[src/hdl/nfa_pkg.sv]
// ----------------------------------------------------------------------------
// NOR flash array model package
// Shared sizes, codes, the queued request type and the protection helper.
// ----------------------------------------------------------------------------
package nfa_pkg;

    localparam int FLASH_BYTES  = 262144;
    localparam int SECTOR_BYTES = 65536;
    localparam int PAGE_BYTES   = 256;
    localparam int READ_BURST   = 64;
    localparam int NUM_SECTORS  = FLASH_BYTES / SECTOR_BYTES;

    localparam int ADDR_W = 18;
    localparam int LEN_W  = 19;
    localparam int SEC_W  = $clog2(NUM_SECTORS);
    localparam int SOFF_W = $clog2(SECTOR_BYTES);
    localparam int PAGE_W = $clog2(PAGE_BYTES);
    localparam int BCNT_W = PAGE_W + 1;
    localparam int CNT_W  = 32;
    localparam int PROT_W = 12;

    localparam logic [7:0] ERASED = 8'hFF;

    localparam int PROT_WRITE = 0;
    localparam int PROT_ERASE = 1;
    localparam int PROT_READ  = 2;

    typedef enum logic [2:0] {
        OP_READ  = 3'd0,
        OP_WRITE = 3'd1,
        OP_ERASE = 3'd2,
        OP_CMP   = 3'd3,
        OP_BLANK = 3'd4,
        OP_STATS = 3'd5
    } op_t;

    typedef enum logic [2:0] {
        ST_OK    = 3'd0,
        ST_ADDR  = 3'd1,
        ST_WFAIL = 3'd2,
        ST_PROT  = 3'd3,
        ST_CMP   = 3'd4,
        ST_LEN   = 3'd5
    } status_t;

    typedef enum logic [2:0] {
        K_READ  = 3'd0,
        K_BEAT  = 3'd1,
        K_ERASE = 3'd2,
        K_BLANK = 3'd3,
        K_STATS = 3'd4
    } kind_t;

    typedef struct packed {
        kind_t              kind;
        logic               is_cmp;
        logic [ADDR_W-1:0]  addr;
        logic [LEN_W-1:0]   len;
        logic               range_bad;
        logic               read_long;
        logic               page_long;
        logic               erase_bad;
        logic [2:0]         er_first;
        logic [2:0]         er_count;
        logic [7:0]         data_byte;
        logic               data_last;
    } item_t;

    function automatic logic [2:0] prot_bits(input logic [PROT_W-1:0] cfg,
                                             input logic [SEC_W-1:0] sec);
        prot_bits = cfg[3*sec +: 3];
    endfunction

endpackage

[src/hdl/nfa_cmd_if.sv]
// ----------------------------------------------------------------------------
// Request channel
// Valid/ready channel that carries one flash request.
// ----------------------------------------------------------------------------
interface nfa_cmd_if;
    logic        valid;
    logic        ready;
    logic [2:0]  op;
    logic [17:0] address;
    logic [18:0] length;
    logic [2:0]  sector_index;
    logic [2:0]  sector_count;
    logic [7:0]  data_byte;
    logic        data_last;

    modport source (output valid, op, address, length, sector_index, sector_count,
                    data_byte, data_last, input ready);
    modport sink (input valid, op, address, length, sector_index, sector_count,
                  data_byte, data_last, output ready);
endinterface

[src/hdl/nfa_front.sv]
// ----------------------------------------------------------------------------
// Request front end
// Accepts requests, drops unknown operations and precomputes range checks.
// ----------------------------------------------------------------------------
module nfa_front
(
    nfa_cmd_if.sink        cmd,
    input  logic           q_full,
    input  logic           clearing,
    output logic           push,
    output nfa_pkg::item_t push_item
);

    logic [nfa_pkg::LEN_W:0] end_sum;
    logic [3:0]              er_sum;
    logic                    known;

    assign end_sum = {2'b00, cmd.address} + {1'b0, cmd.length};
    assign er_sum  = {1'b0, cmd.sector_index} + {1'b0, cmd.sector_count};

    always_comb
    begin
        known = 1'b1;
        push_item.kind = nfa_pkg::K_STATS;
        unique case (cmd.op)
            nfa_pkg::OP_READ:                    push_item.kind = nfa_pkg::K_READ;
            nfa_pkg::OP_WRITE, nfa_pkg::OP_CMP:  push_item.kind = nfa_pkg::K_BEAT;
            nfa_pkg::OP_ERASE:                   push_item.kind = nfa_pkg::K_ERASE;
            nfa_pkg::OP_BLANK:                   push_item.kind = nfa_pkg::K_BLANK;
            nfa_pkg::OP_STATS:                   push_item.kind = nfa_pkg::K_STATS;
            default:                             known = 1'b0;
        endcase
        push_item.is_cmp    = (cmd.op == nfa_pkg::OP_CMP);
        push_item.addr      = cmd.address;
        push_item.len       = cmd.length;
        push_item.range_bad = (cmd.length == '0) ||
                              (end_sum > (nfa_pkg::LEN_W+1)'(nfa_pkg::FLASH_BYTES));
        push_item.read_long = (cmd.length > nfa_pkg::LEN_W'(nfa_pkg::READ_BURST));
        push_item.page_long = (cmd.length > nfa_pkg::LEN_W'(nfa_pkg::PAGE_BYTES));
        push_item.erase_bad = (cmd.sector_index >= 3'(nfa_pkg::NUM_SECTORS)) ||
                              (er_sum > 4'(nfa_pkg::NUM_SECTORS));
        push_item.er_first  = cmd.sector_index;
        push_item.er_count  = cmd.sector_count;
        push_item.data_byte = cmd.data_byte;
        push_item.data_last = cmd.data_last;
    end

    assign cmd.ready = !q_full && !clearing;
    assign push      = cmd.valid && cmd.ready && known;

endmodule

[src/flat_wrapper.sv]
// flat-port wrapper written by rule: the top's interface ports become plain ports
module nfa_front_flat 
  (q_full, clearing, push, push_item, cmd_valid, cmd_op, cmd_address, cmd_length, cmd_sector_index, cmd_sector_count, cmd_data_byte, cmd_data_last, cmd_ready);
  nfa_cmd_if cmd_i ();
  input  logic q_full;
  input  logic clearing;
  output logic push;
  output nfa_pkg::item_t push_item;
  input wire logic [$bits(cmd_i.valid)-1:0] cmd_valid;
  input wire logic [$bits(cmd_i.op)-1:0] cmd_op;
  input wire logic [$bits(cmd_i.address)-1:0] cmd_address;
  input wire logic [$bits(cmd_i.length)-1:0] cmd_length;
  input wire logic [$bits(cmd_i.sector_index)-1:0] cmd_sector_index;
  input wire logic [$bits(cmd_i.sector_count)-1:0] cmd_sector_count;
  input wire logic [$bits(cmd_i.data_byte)-1:0] cmd_data_byte;
  input wire logic [$bits(cmd_i.data_last)-1:0] cmd_data_last;
  output wire logic [$bits(cmd_i.ready)-1:0] cmd_ready;
  assign cmd_i.valid = cmd_valid;
  assign cmd_i.op = cmd_op;
  assign cmd_i.address = cmd_address;
  assign cmd_i.length = cmd_length;
  assign cmd_i.sector_index = cmd_sector_index;
  assign cmd_i.sector_count = cmd_sector_count;
  assign cmd_i.data_byte = cmd_data_byte;
  assign cmd_i.data_last = cmd_data_last;
  assign cmd_ready = cmd_i.ready;
  nfa_front u_core (.cmd(cmd_i), .q_full(q_full), .clearing(clearing), .push(push), .push_item(push_item));
endmodule
[config.mk]
export PLATFORM = sky130hd
export DESIGN_NAME = nfa_front_flat
export DESIGN_NICKNAME = d
export VERILOG_FILES = /design/src/hdl/nfa_pkg.sv /design/src/hdl/nfa_cmd_if.sv /design/src/hdl/nfa_front.sv /design/src/flat_wrapper.sv
export SDC_FILE = /design/constraint.sdc
export NUM_CORES = 1
export LEC_CHECK = 0
export BUFFER_PORTS_ARGS = -buffer_cell sky130_fd_sc_hd__buf_4
export CAP_MARGIN = 30
export CORE_UTILIZATION = 48
export DETAILED_ROUTE_END_ITERATION = 7
export PLACE_DENSITY = 0.9
export SLEW_MARGIN = 15
export SYNTH_ARGS = -nofsm -noshare
export SYNTH_HDL_FRONTEND = slang
export SYNTH_SLANG_ARGS = --single-unit
export TNS_END_PERCENT = 30
[constraint.sdc]
create_clock -name vclk -period 5.5
set_input_delay 0.275 -clock vclk [all_inputs]
set_output_delay 0.275 -clock vclk [all_outputs]
set_load 0.01 [all_outputs]
==> metrics.txt <==
area grow syn2layout=21.7%; final wirelength=4350 um; Max Clk Rate=293 MHz; Post-synth top cells=buf_4, nor2_1, ha_1; CP Max Fanout=10; Pins Over Slew Limit=0; share of cells above drive strength 1=38.6%; post-layout min period=3410 ps; die height=63.2 um; RSZ-0062 raised after global routing=false; register area=0 um2; Synth area leader=buf_4; I/O pin cnt=120; CP Class=input pin to primary output; Final HPWL DP=3730 um; CLK BUF=0; Synth Area in Compound Gates=28.0%; Slew headroom=61.6%; post-cts resize count=0; Inst Count DP=344; Initial Util=51.8%; Worst Setup Start Kind=input pin; global-route wire length before repair=7210 um; Synthesized Nets=335; VDD IR max=0.0405 mV; Post-Synth Simple-Gate Area=22.2%; arrival time at the worst endpoint=3130 ps; total grt overflow=0; critical path data required time=5220 ps; wire per inst=12.6 um; final worst path period share=62.0%; setup TNS=0 ps; syn_area_per_cell=7.07 um2; post-route cell area=2190 um2; layout net count=381; sequential element share of the synthesized area=0%; largest net degree at the start of global routing=11; total power draw=224 uW; maximum capacitance violations=0; Final Hold Fails=0; FFs & Latches=0; routed vias/inst=5.57; Post-Syn Area=1800 um2; top post-synthesis cells by area=buf_4, ha_1, nor2_1; Post-CTS Setup Bufs=0; worst hold slack=550 ps; Post-Syn Instances=254; xor/xnor cell area share of the yosys netlist=3.41%; count leader, synth=buf_4; vias in the first global route=1698; initial antenna violation count=0; port bufs=102; diode count=0; Pwr Density=102 nW/um2; routed via count=1916; Lkg Pwr=0.00108 uW; GRT Resource Usage Total=21.0%; Adder-Cell Fraction of Synth Area=16.9%; CTS Hold Bufs=0; Initial DRT Pass Iterations=4; Final GP Congestion=0.939; outcome=completed; Core Region=3470 um2; DR iter-0 viols=108; final setup violation count=0; drt drc=0; Netlist cell types=58; Worst Tran Pin Value=561 ps; Post-DP Area=2190 um2; main combinational cell family by area after synthesis=buffers and inverters; synth warn=0; die area=3990 um2; filler-free cell count of the finished design=344; Crit. End Element=primary output; die width=63.2 um; top cell type's share of synthesized area=22.2%; Post-DRT Antenna Nets=0; multiplexer share of the synthesized area=1.18%; worst hold path class=input pin to primary output; # rows=21
logic make-up after synthesis:
logic type | count (synthesis)
and+or+nand+nor | 76
buffers and inverters | 78
muxes | 2
adders and majority gates | 23
xor gates and xnor gates | 7
AOI/OAI and AO/OA | 68
critical path, stage by stage:
cell       delay (ps)
buf_4             120
ha_1              460
inv_1             130
and3_1            160
a2111oi_0         440
nand4_1           150
a2111o_1          300
or4_4             530
o311ai_2          290
o211ai_1          130
buf_4             160
cells in the final DEF, fill, tap and decap left out, types with 3 or more instances in the layout:
master and count:
nor2_1 23, nand2_1 11, a2111o_1 3, nand4_1 6, buf_4 102, and3_1 3
nand2b_1 6, nand3_1 6, xnor2_1 5, o21ai_0 10, o31ai_1 4, a21o_1 5
inv_1 20, nor4_1 4, nor3_1 3, ha_1 21, a21oi_1 13
where the power goes:
part	switching, uW	internal [uW]
combinational	115	109
clock	0	0
sequential	0	0
final cells by class:
| class | instances | area (um2) |
|---|---|---|
| fillers | 325 | 1280 |
| inverters | 20 | 75.1 |
| multi-input cells | 176 | 1290 |
| well taps | 46 | 57.6 |
| repair buffers | 102 | 766 |
path summary, 6_finish.rpt:
| kind | to | cells after the start | slack [ps] | startpoint |
|---|---|---|---|---|
| max | push_item[18] | 11 | 2090 | cmd_length[9] |
| min | push_item[0] | 0 | 550 | cmd_data_last |
per-stage QoR:
stage	setup WS, ps	util, %
6_report	2090	63.0
5_1_grt	1890	63.0
4_1_cts	2110	63.0
3_5_place_dp	2110	63.0
3_3_place_gp	2160	63.0
2_1_floorplan	2510	-
layer usage:
| metal | vias to the layer above | share of wire [%] | GRT usage (%) |
|---|---|---|---|
| li1 | 959 | - | - |
| met1 | 864 | 47 | 30.6 |
| met2 | 91 | 46 | 35.9 |
| met3 | 2 | 7.0 | 0.725 |
| met4 | 0 | 0.092 | 0.291 |
| met5 | - | 0 | 0 |
(Power assumes the default switching activity.)
