--- config.mk ---
export PLATFORM = sky130hd
export DESIGN_NAME = nfa_fifo
export DESIGN_NICKNAME = d
export VERILOG_FILES = /design/src/hdl/nfa_pkg.sv /design/src/hdl/nfa_fifo.sv
export SDC_FILE = /design/constraint.sdc
export NUM_CORES = 1
export LEC_CHECK = 0
export BUFFER_PORTS_ARGS = -buffer_cell sky130_fd_sc_hd__buf_2
export CORE_ASPECT_RATIO = 0.5
export CORE_MARGIN = 5
export CORE_UTILIZATION = 40
export CTS_CLUSTER_DIAMETER = 150
export DETAILED_ROUTE_END_ITERATION = 6
export PLACE_DENSITY = 0.64
export SYNTH_ARGS = -nofsm -noshare
export SYNTH_HDL_FRONTEND = slang
export SYNTH_SLANG_ARGS = --single-unit
export TNS_END_PERCENT = 30
--- constraint.sdc ---
create_clock -name clk -period 3.6 [get_ports clk]
set_clock_uncertainty 0.05 [all_clocks]
set_input_delay 0.36 -clock clk [delete_from_list [all_inputs] [get_ports clk]]
set_output_delay 0.36 -clock clk [all_outputs]
set_load 0.02 [all_outputs]
--- src/hdl/nfa_pkg.sv ---
// ----------------------------------------------------------------------------
// NOR flash array model package
// Shared sizes, codes, the queued request type and the protection helper.
// ----------------------------------------------------------------------------
package nfa_pkg;

    localparam int FLASH_BYTES  = 262144;
    localparam int SECTOR_BYTES = 65536;
    localparam int PAGE_BYTES   = 256;
    localparam int READ_BURST   = 64;
    localparam int NUM_SECTORS  = FLASH_BYTES / SECTOR_BYTES;

    localparam int ADDR_W = 18;
    localparam int LEN_W  = 19;
    localparam int SEC_W  = $clog2(NUM_SECTORS);
    localparam int SOFF_W = $clog2(SECTOR_BYTES);
    localparam int PAGE_W = $clog2(PAGE_BYTES);
    localparam int BCNT_W = PAGE_W + 1;
    localparam int CNT_W  = 32;
    localparam int PROT_W = 12;

    localparam logic [7:0] ERASED = 8'hFF;

    localparam int PROT_WRITE = 0;
    localparam int PROT_ERASE = 1;
    localparam int PROT_READ  = 2;

    typedef enum logic [2:0] {
        OP_READ  = 3'd0,
        OP_WRITE = 3'd1,
        OP_ERASE = 3'd2,
        OP_CMP   = 3'd3,
        OP_BLANK = 3'd4,
        OP_STATS = 3'd5
    } op_t;

    typedef enum logic [2:0] {
        ST_OK    = 3'd0,
        ST_ADDR  = 3'd1,
        ST_WFAIL = 3'd2,
        ST_PROT  = 3'd3,
        ST_CMP   = 3'd4,
        ST_LEN   = 3'd5
    } status_t;

    typedef enum logic [2:0] {
        K_READ  = 3'd0,
        K_BEAT  = 3'd1,
        K_ERASE = 3'd2,
        K_BLANK = 3'd3,
        K_STATS = 3'd4
    } kind_t;

    typedef struct packed {
        kind_t              kind;
        logic               is_cmp;
        logic [ADDR_W-1:0]  addr;
        logic [LEN_W-1:0]   len;
        logic               range_bad;
        logic               read_long;
        logic               page_long;
        logic               erase_bad;
        logic [2:0]         er_first;
        logic [2:0]         er_count;
        logic [7:0]         data_byte;
        logic               data_last;
    } item_t;

    function automatic logic [2:0] prot_bits(input logic [PROT_W-1:0] cfg,
                                             input logic [SEC_W-1:0] sec);
        prot_bits = cfg[3*sec +: 3];
    endfunction

endpackage

--- src/hdl/nfa_fifo.sv ---
// ----------------------------------------------------------------------------
// Request queue
// Two-entry queue between the front end and the execution engine.
// ----------------------------------------------------------------------------
module nfa_fifo
(
    input  logic           clk,
    input  logic           rst_n,
    input  logic           push,
    input  nfa_pkg::item_t push_item,
    input  logic           pop,
    output logic           q_valid,
    output logic           q_full,
    output nfa_pkg::item_t q_item
);

    nfa_pkg::item_t entry_reg [2];
    logic           wptr_reg, wptr_next;
    logic           rptr_reg, rptr_next;
    logic [1:0]     count_reg, count_next;

    assign q_valid = (count_reg != 2'd0);
    assign q_full  = (count_reg == 2'd2);
    assign q_item  = entry_reg[rptr_reg];

    always_comb
    begin
        wptr_next  = wptr_reg ^ push;
        rptr_next  = rptr_reg ^ pop;
        count_next = count_reg + {1'b0, push} - {1'b0, pop};
    end

    always_ff @(posedge clk)
    begin
        if (push)
        begin
            entry_reg[wptr_reg] <= push_item;
        end
    end

    always_ff @(posedge clk or negedge rst_n)
    begin
        if (!rst_n)
        begin
            wptr_reg  <= 1'b0;
            rptr_reg  <= 1'b0;
            count_reg <= 2'd0;
        end
        else
        begin
            wptr_reg  <= wptr_next;
            rptr_reg  <= rptr_next;
            count_reg <= count_next;
        end
    end

endmodule

==> results.md, run 1 <==
- Status: finished, final reports clean
- Post-Place Setup Slack: 1400 ps
- Rel. slew slack: 0.251
- Die height: 87.8 um
- Synth area leaders: edfxtp_1 74%, mux2_4 18%, buf_12 2.5%
- Syn nets: 271
- Pin count of the biggest net entering global routing: 62
- Post-CTS setup buffers: 0
- Drt initial violations: 86
- Die X: 166 um
- Yosys cell types: 12
- Worst EP arrival: 2170 ps
- CP Capture Type: output pin
- Clock sinks: 124
- Yosys reg bits: 124
- Initial antenna violation count: 0
- Fmax: 388 MHz
- Vias in the first global route: 2594
- Reg2Reg Depth: 3
- Clk buf depth: 2
- Routed len/inst: 16.1 um
- Total Routing Usage GR: 0.119
- Sw frac: 0.296
- Final hold vios: 0
- Logic pwr share: 0.286
- Rows: 28
- Fillcell total: 1014
- Peak VDD IR: 0.415 mV
- Final Critical Period: 2580 ps
- Critical Path Stages: 2
- Final worst-path setup slack: 1020 ps
- Critical-path cell list: mux2_2 -> buf_2
- Flop pwr share: 0.405
- Worst Path Max Fanout: 61
- Psw: 1.59 mW
- Antenna-violating nets left: 0
- CP top delay family: flip-flops
- Hpwl dp: 5720 um
- Kind of critical path: reg2out
- Leading area contributor after synthesis: edfxtp_1
- Drt drc: 0
- Sum Neg Setup Slack: 0 ps
- Multi-input logic area: 997 um2
- Warning count from the yosys run: 0
- Storage element area: 0.00371 mm2
- Vias per cell: 4.37
- Crit path required time: 3190 ps
- Worst setup SP type: flip-flop
- Initial core utilization: 0.409
- Vias: 2286
- Maxcap violations: 0
- Cell leakage power: 2.52 nW
- Clk pwr share: 0.309
- CP bufs+invs: 1
- Area of the die: 0.0145 mm2
- Dpl cells: 490
- Max incr delay on CP: 1180 ps
- Most frequent cells in the layout: 125 x buf_2, 120 x edfxtp_1, 59 x mux2_4, 17 x clkbuf_16
- Reg clk slew, reported paths: 60 ps
- Sequential area share after synthesis: 0.765
- Root Buffer Master: clkbuf_16
- Tightest Pin Transition: 1120 ps
- Max reg flops: 120
- Post-Layout Cell Count: 523
- Mean Syn Cell Area: 23.9 um2
- Final #Nets: 413
- CTS tree: built
- CTS H-Tree Depth: 4
- Area share of the largest cell type after synthesis: 0.744
- Final Setup Violations: 0
- Input/output buffers: 125
- Hold-fix buffers at CTS: 1
- First-pass GRT wire length: 12800 um
- Antenna cells: 0
- Synth Instances: 203
- Final WL: 8430 um
- Max Transition Viols Final: 0
- Part of the cycle the worst path needs: 0.717
- I/O pin cnt: 126
- RSZ-0062 raised after global routing: no
- Worst path slowest cell: dfrtp_4
- Commonest non-fill, non-tap cell in the layout: buf_2
- Hold Path Stages: 1
- Routability Congestion: 0.683
- P_int: 3.78 mW
- Remaining Overflow, GRT: 0
- Clk_lat worst skew: 390 ps
- Hold Path Class: in2reg
- Fraction of layout cells with a size suffix above 1: 0.615
- PwrDens: 870 mW/mm2
- Mapped Area: 0.00484 mm2
- Area of the core: 0.0118 mm2
- CTS resizes: 0
- Area Overhead vs Synth: 27.5%
- Cts bufs inserted: 17
- Drt pass-1 iters: 4
[cells in the mapped netlist]
cell type and count:
mux2_2 1, or2_2 1, buf_6 1, nor2b_1 1, inv_1 4, mux2_4 59, xor3_1 1, buf_12 6
xor2_1 1, ha_1 4, edfxtp_1 120, dfrtp_1 4
[logic make-up (layout without fill, tap and decap cells)]
group / after synthesis / after routing / share of synthesized area
xor gates and xnor gates: 2 / 2 / 0.00672
adders and majority gates: 4 / 4 / 0.0103
buffers and inverters: 11 / 166 / 0.0302
DFF: 124 / 124 / 0.765
muxes: 60 / 60 / 0.185
and+or+nand+nor: 2 / 2 / 0.00259
[worst paths after layout]
kind / start / endpoint / slack, ps
setup reg to reg: wptr_reg$_DFF_PN0_ / entry_reg[0][35]$_DFFE_PP_ / 1730
min in group asynchronous: rst_n / rptr_reg$_DFF_PN0_ / 270
setup / recovery: rptr_reg$_DFF_PN0_ / q_item[59] / 1020
max in group asynchronous: rst_n / rptr_reg$_DFF_PN0_ / 3100
hold / removal: push_item[22] / entry_reg[0][22]$_DFFE_PP_ / 100
hold reg to reg: count_reg[1]$_DFF_PN0_ / count_reg[1]$_DFF_PN0_ / 570
[layer usage]
| layer | up-vias | GRT usage | wire length [um] |
|---|---|---|---|
| met2 | 44 | 0.223 | 4680 |
| met4 | 0 | 0.0606 | 114 |
| li1 | 1083 | - | - |
| met1 | 1151 | 0.127 | 3320 |
| met5 | - | 0 | 0 |
| met3 | 8 | 0.0306 | 317 |
[stage by stage]
stage / instance area [um2] / hold WS [ps] / power (mW) / utilization
detailed placement: 5580 / 120 / 3.78 / 0.471
floorplan: 4840 / 14.4 / 3.43 / -
global placement: 5580 / 115 / 3.73 / 0.471
finish: 6170 / 101 / 5.37 / 0.521
CTS: 6170 / 84.1 / 5.46 / 0.521
global route: 6170 / 80.1 / 5.61 / 0.521
[layout make-up]
cell class                 instances  area share
sequential                       124       0.600
multi-input combinational         68       0.161
timing repair buffer             130       0.108
clock buffer                      19      0.0701
tap                              165      0.0334
clock inverter                    13      0.0243
inverter                           4     0.00243
[power groups by stage]
stage | combinational [mW] | sequential, mW | clock, mW
6_report | 1.53 | 2.18 | 1.66
5_1_grt | 1.63 | 2.22 | 1.77
4_1_cts | 1.57 | 2.19 | 1.70
3_5_place_dp | 1.56 | 2.22 | 0
3_3_place_gp | 1.54 | 2.19 | 0
2_1_floorplan | 1.42 | 2.01 | 0
Power figures use the tool's default switching activity.
==> inputs of run 2 (changes only) <==
ABC_AREA = 1   (was unset)
PLACE_DENSITY = 0.65   (was 0.64)
clock period = 2.6 ns   (was 3.6 ns; I/O delays follow)
==> run 2 against run 1 <==
Effect of this change:
- total power grew 35%
- final area rose by 7.4%
- register-to-register slack got worse by 540 ps
- synthesized cell count is 66% higher
- highest routed layer unchanged
- final cell count increased by 35%
- largest power group unchanged
- wire length increased by 9.4%
- sequential power increased by 31%
- critical path type unchanged
- combinational power grew 42%
- non-clock buffer count up 62
- via count grew 33%
==> results.md, run 2 <==
- Dpl cells: 615 (was 490)
- Crit path required time: 2290 ps (was 3190 ps)
- Rel. slew slack: 0.698 (was 0.251)
- Pin count of the biggest net entering global routing: 51 (was 62)
- Syn nets: 405 (was 271)
- Number of flops mapped to enable cells by yosys: 120 (unchanged)
- Max Transition Viols Final: 0 (unchanged)
- Remaining Overflow, GRT: 0 (unchanged)
- Sw frac: 0.333 (was 0.296)
- Ys flop type: edfxtp_1 (unchanged)
- Design area: 0.00663 mm2 (was 0.00617 mm2)
- Worst EP arrival: 1770 ps (was 2170 ps)
- Yosys cell types: 13 (was 12)
- CTS H-Tree Depth: 4 (unchanged)
- Commonest non-fill, non-tap cell in the layout: buf_2 (unchanged)
- CTS resizes: 0 (unchanged)
- Cell leakage power: 2.86 nW (was 2.52 nW)
- Hpwl dp: 5810 um (was 5720 um)
- Reg clk slew, reported paths: 50 ps (was 60 ps)
- Mean Syn Cell Area: 13.8 um2 (was 23.9 um2)
- Drt drc: 0 (unchanged)
- Tightest Pin Transition: 453 ps (was 1120 ps)
- I/O pin cnt: 126 (unchanged)
- Post-Layout Cell Count: 706 (was 523)
- Psw: 2.41 mW (was 1.59 mW)
- Status: finished, final reports clean (unchanged)
- Area of the core: 0.0112 mm2 (was 0.0118 mm2)
- Worst path slowest cell: dfrtp_4 (unchanged)
- Sequential area share after synthesis: 0.796 (was 0.765)
- Count leader, synth: edfxtp_1 (unchanged)
- CP Capture Type: output pin (unchanged)
- Critical-path cell list: buf_4 -> o21ai_0 -> buf_2 (was mux2_2 -> buf_2)
- Most frequent cells in the layout: 125 x buf_2, 120 x edfxtp_1, 67 x inv_1, 66 x nand2_1 (was 125 x buf_2, 120 x edfxtp_1, 59 x mux2_4, 17 x clkbuf_16)
- Synth Instances: 337 (was 203)
- Post-synth ARST share: 0.0323 (unchanged)
- Vias per cell: 4.30 (was 4.37)
- Max reg flops: 120 (unchanged)
- Area Overhead vs Synth: 42.5% (was 27.5%)
- Fmax: 480 MHz
- Sum Neg Setup Slack: 0 ps (unchanged)
- First-pass GRT wire length: 15000 um (was 12800 um)
- Final WL: 9220 um (was 8430 um)
- Antenna cells: 0 (unchanged)
- Kind of critical path: reg2out (unchanged)
- Drt pass-1 iters: 4 (unchanged)
- Routability Congestion: 0.695 (was 0.683)
- Clk buf depth: 2 (unchanged)
- Final Setup Violations: 0 (unchanged)
- CTS tree: built (unchanged)
- Clock sinks: 124 (unchanged)
- Initial core utilization: 0.416 (was 0.409)
- Logic pwr share: 0.299 (was 0.286)
- PwrDens: 1090 mW/mm2 (was 870 mW/mm2)
- Initial antenna violation count: 0 (unchanged)
- Commonest cells post-synth: 120 x edfxtp_1, 67 x inv_1, 66 x nand2_1 (was 120 x edfxtp_1, 59 x mux2_4, 6 x buf_12)
- Final Critical Period: 2080 ps
- Mapped Area: 0.00465 mm2 (was 0.00484 mm2)
- Leading area contributor after synthesis: edfxtp_1 (unchanged)
- Fin util: 0.593 (was 0.521)
- Vias in the first global route: 3162 (was 2594)
- Maxcap violations: 0 (unchanged)
- Yosys reg bits: 124 (unchanged)
- Area of the die: 0.0140 mm2 (was 0.0145 mm2)
- Input/output buffers: 125 (unchanged)
- Antenna-violating nets left: 0 (unchanged)
- Vias: 3034 (was 2286)
- Root Buffer Master: clkbuf_16 (unchanged)
- Die height: 86.3 um (was 87.8 um)
- Part of the cycle the worst path needs: 0.802
- Rows: 27 (was 28)
- Total Routing Usage GR: 0.139 (was 0.119)
- Reg2reg setup slack: 1190 ps (was 1730 ps)
- Clk pwr share: 0.308 (was 0.309)
- RSZ-0062 raised after global routing: no (unchanged)
- Cts bufs inserted: 17 (unchanged)
- Hold Path Class: in2reg (unchanged)
- Final #Nets: 603 (was 413)
- Final hold vios: 0 (unchanged)
- Peak VDD IR: 0.607 mV (was 0.415 mV)
- Synth area leaders: edfxtp_1 77%, o21ai_0 6.5%, inv_1 5.4% (was edfxtp_1 74%, mux2_4 18%, buf_12 2.5%)
- Flop pwr share: 0.393 (was 0.405)
- Warning count from the yosys run: 0 (unchanged)
- Worst Path Max Fanout: 46 (was 61)
- Fraction of layout cells with a size suffix above 1: 0.293 (was 0.615)
- Routed len/inst: 13.1 um (was 16.1 um)
- P_int: 4.84 mW (was 3.78 mW)
- Clk_lat worst skew: 390 ps (about the same)
- Max incr delay on CP: 650 ps (was 1180 ps)
- Area share of the largest cell type after synthesis: 0.774 (was 0.744)
- Drt initial violations: 145 (was 86)
- Post-DP Area: 0.00547 mm2 (was 0.00558 mm2)
- Die X: 163 um (was 166 um)
- Worst setup SP type: flip-flop (unchanged)
run 2: cell count changes after synthesis, moves of 3 or more:
cell,change
mux2_4,-59
buf_2,+3
o21ai_0,+60
buf_4,+6
clkbuf_1,+3
buf_12,-6
inv_1,+63
nand2_1,+66
run 2: kinds of logic after synthesis:
family                   synth area share
adder cells (fa/ha/maj)            0.0108
XOR/XNOR                          0.00188
flip-flops                          0.796
buffers and inverters              0.0718
AO/OA/AOI/OAI                      0.0645
AND/OR/NAND/NOR                    0.0551
run 2: worst paths after layout:
| check | start | end | depth (start not counted) |
|---|---|---|---|
| worst min-delay path | push_item[25] | entry_reg[0][25]$_DFFE_PP_ | 1 |
| max in group asynchronous | rst_n | rptr_reg$_DFF_PN0_ | 2 |
| worst max register to register | wptr_reg$_DFF_PN0_ | entry_reg[0][58]$_DFFE_PP_ | 3 |
| worst max-delay path | rptr_reg$_DFF_PN0_ | q_item[43] | 3 |
| worst min register to register | count_reg[1]$_DFF_PN0_ | count_reg[1]$_DFF_PN0_ | 3 |
| min in group asynchronous | rst_n | count_reg[0]$_DFF_PN0_ | 2 |
run 2: through the flow:
stage | power [mW] | hold WS [ps] | worst slack (ps)
final | 7.25 | 18.6 | 515
after global routing | 7.68 | 0.741 | 358
after CTS | 7.34 | 0.545 | 499
after detailed placement | 5.02 | 23.2 | 937
after global placement | 4.98 | 21.1 | 944
after floorplan | 4.27 | -85.6 | 255
run 2: worst max-delay path: cells and delay by family, from the launching register on:
| family | cells | cell delay (ps) |
|---|---|---|
| AO/OA/AOI/OAI | 1 | 220 |
| buffers and inverters | 2 | 480 |
| flip-flops | 1 | 650 |
run 2: cell type report:
class / count / area, um2
clock buffers: 20 / 437
clock inverters: 11 / 126
fillers: 887 / 4550
inverters: 67 / 251
multi-input cells: 133 / 621
flip-flops and latches: 124 / 3710
well taps: 159 / 199
repair buffers: 192 / 1290
run 2: what timing repair did:
item | CTS | global route
endpoints found under the hold margin | 119 | 2
hold buffers | 59 | 1
setup endpoints to repair | 0 | 0
setup buffers | 0 | 0
run 2: power by group through the flow:
stage	clock, mW	sequential [mW]	combinational, mW
3_3_place_gp	0	2.88	2.10
3_5_place_dp	0	2.89	2.12
6_report	2.23	2.85	2.17
5_1_grt	2.38	2.90	2.40
2_1_floorplan	0	2.79	1.48
4_1_cts	2.29	2.85	2.20
run 2: routing by layer:
metal | share of wire | track usage | up-vias | wire length [um]
met4 | 0.014 | 0.0518 | 0 | 126
met5 | 0 | 0 | - | 0
met1 | 0.39 | 0.148 | 1432 | 3630
li1 | - | - | 1536 | -
met2 | 0.56 | 0.264 | 55 | 5140
met3 | 0.035 | 0.0394 | 11 | 320
==> inputs of run 3 (changes only) <==
PLACE_DENSITY = 0.67   (was 0.65)
clock period = 1.7 ns   (was 2.6 ns; I/O delays follow)
==> run 3 against run 2 <==
Effect of this change:
- the flow now finishes with violations (negative setup slack)
- sequential share of layout area decreased by 2.1 points
- setup slack got worse by 540 ps
- critical path depth unchanged
- hold slack improved by 10 ps
- final cell count increased by 0.57%
- combinational power increased by 96%
- register-to-register slack got worse by 720 ps
- die area unchanged
- first-iteration DRC count decreased by 17%
- global-route usage about the same
- utilization increased by 2.3 points
- critical endpoint is now q_item[6]
==> results.md, run 3 (same netlist as run 2, synthesis figures left out) <==
- Peak VDD IR: 0.916 mV (was 0.607 mV)
- Initial core utilization: 0.416 (unchanged)
- Max incr delay on CP: 520 ps (was 650 ps)
- Area of the die: 0.0140 mm2 (unchanged)
- Final Critical Period: 1730 ps
- Final hold slack: 28.6 ps (was 18.6 ps)
- Kind of critical path: reg2out (unchanged)
- P_int: 7.86 mW (was 4.84 mW)
- Antenna cells: 0 (unchanged)
- Sw frac: 0.332 (was 0.333)
- Final #Nets: 607 (was 603)
- Pin count of the biggest net entering global routing: 47 (was 51)
- Failing checks: negative setup slack
- Cell leakage power: 2.95 nW (was 2.86 nW)
- Fillcell total: 861 (was 887)
- Hold Path Class: in2reg (unchanged)
- Vias per cell: 4.31 (was 4.30)
- Rel. slew slack: 0.857 (was 0.698)
- Vias: 3060 (was 3034)
- Design area: 0.00689 mm2 (was 0.00663 mm2)
- Flop pwr share: 0.360 (was 0.393)
- Clk buf depth: 2 (unchanged)
- Final WL: 9720 um (was 9220 um)
- Vias in the first global route: 3242 (was 3162)
- Critical-path cell list: buf_12 -> o21ai_1 -> buf_4 (was buf_4 -> o21ai_0 -> buf_2)
- Rows: 27 (unchanged)
- Post-DP Area: 0.00554 mm2 (was 0.00547 mm2)
- Worst EP arrival: 1510 ps (was 1770 ps)
- Worst Path Max Fanout: 40 (was 46)
- Die X: 163 um (unchanged)
- Psw: 3.91 mW (was 2.41 mW)
- Initial antenna violation count: 0 (unchanged)
- Part of the cycle the worst path needs: 1.02
- Area Overhead vs Synth: 48.0% (was 42.5%)
- CTS tree: built (unchanged)
- CP top delay family: flip-flops (unchanged)
- Commonest non-fill, non-tap cell in the layout: edfxtp_1 (was buf_2)
- Drt drc: 0 (unchanged)
- Routability Congestion: 0.725 (was 0.695)
- Storage element area: 0.00371 mm2 (unchanged)
- Clk_lat worst skew: 400 ps (was 390 ps)
- Cts bufs inserted: 17 (unchanged)
- Most frequent cells in the layout: 120 x edfxtp_1, 70 x buf_2, 67 x inv_1, 66 x nand2_1, 62 x dlygate4sd3_1 (was 125 x buf_2, 120 x edfxtp_1, 67 x inv_1, 66 x nand2_1)
- Worst path slowest cell: dfrtp_4 (unchanged)
- Worst setup SP type: flip-flop (unchanged)
- Fin util: 0.616 (was 0.593)
- Multi-input logic area: 649 um2 (was 621 um2)
- Drt pass-1 iters: 4 (unchanged)
- Routed len/inst: 13.7 um (was 13.1 um)
- Final worst-path setup slack: -26.7 ps (was 515 ps)
- Final hold vios: 0 (unchanged)
- Crit path required time: 1480 ps (was 2290 ps)
- Logic pwr share: 0.361 (was 0.299)
- First-pass GRT wire length: 15000 um (about the same)
- Antenna-violating nets left: 0 (unchanged)
- CP bufs+invs: 2 (unchanged)
- Final Setup Violations: 2 (was 0)
- Drt initial violations: 120 (was 145)
- Total Routing Usage GR: 0.139 (about the same)
- CP Capture Type: output pin (unchanged)
- Input/output buffers: 125 (unchanged)
- Tightest Pin Transition: 214 ps (was 453 ps)
- Die height: 86.3 um (unchanged)
- Reg clk slew, reported paths: 50 ps (about the same)
- Root Buffer Master: clkbuf_16 (unchanged)
- Clk pwr share: 0.279 (was 0.308)
- I/O pin cnt: 126 (unchanged)
- Remaining Overflow, GRT: 0 (unchanged)
- PwrDens: 1710 mW/mm2 (was 1090 mW/mm2)
- CTS H-Tree Depth: 4 (unchanged)
- Fmax: 579 MHz
- Max reg flops: 120 (unchanged)
- Hpwl dp: 6060 um (was 5810 um)
- Clock sinks: 124 (unchanged)
- Status: complete, but fails checks (was finished, final reports clean)
- RSZ-0062 raised after global routing: yes (was no)
- Area of the core: 0.0112 mm2 (unchanged)
- Fraction of layout cells with a size suffix above 1: 0.305 (was 0.293)
- Max Transition Viols Final: 0 (unchanged)
- Maxcap violations: 0 (unchanged)
==> run 3: power groups by stage <==
stage / combinational [mW] / sequential, mW / clock, mW
after floorplan: 2.28 / 4.24 / 0
after global placement: 3.45 / 4.31 / 0
after detailed placement: 3.49 / 4.34 / 0
after CTS: 3.82 / 4.24 / 3.34
after global routing: 4.59 / 4.30 / 3.50
final: 4.25 / 4.24 / 3.28
==> run 3: worst reg2reg max path, stage by stage (launching register included) <==
cell,delay [ps]
dfrtp_1,370
inv_1,90
ha_4,160
buf_12,220
==> run 3: metal layers <==
metal  vias up  GRT usage  share of wire
li1       1540          -              -
met1      1439      0.146           0.39
met2        69      0.262           0.56
met3        12     0.0428          0.039
met4         0     0.0540          0.016
met5         -          0              0
==> run 3: cell type report <==
type	count	share of cell area
timing repair buffer	196	0.224
clock inverter	11	0.0149
clock buffer	20	0.0634
sequential	124	0.538
multi-input combinational	133	0.0943
inverter	67	0.0365
tap	159	0.0289
==> run 3: path summary, 6_finish.rpt <==
path / cells past startpoint / endpoint / slack, ps / from
min in group asynchronous: 2 / count_reg[0]$_DFF_PN0_ / 50 / rst_n
setup / recovery: 3 / q_item[6] / -30 / rptr_reg$_DFF_PN0_
setup reg to reg: 3 / entry_reg[0][48]$_DFFE_PP_ / 470 / wptr_reg$_DFF_PN0_
hold / removal: 2 / count_reg[0]$_DFF_PN0_ / 30 / push
max in group asynchronous: 2 / rptr_reg$_DFF_PN0_ / 1420 / rst_n
hold reg to reg: 3 / count_reg[1]$_DFF_PN0_ / 520 / count_reg[1]$_DFF_PN0_
==> run 3: through the flow <==
step | std cells | total power, mW | worst slack (ps) | TNS, ps
2_1_floorplan | 337 | 6.52 | 56.9 | 0
3_3_place_gp | 615 | 7.76 | 263 | 0
3_5_place_dp | 615 | 7.83 | 273 | 0
4_1_cts | 710 | 11.4 | -35.3 | -107
5_1_grt | 710 | 12.4 | -117 | -1840
6_report | 710 | 11.8 | -26.7 | -48.7
==> run 3: repair_timing <==
item	in CTS	in global routing
buffers inserted	2	0
endpoints found under the setup margin	53	60
hold buffers	62	0
resized for setup	46	73
endpoints found under the hold margin	125	0
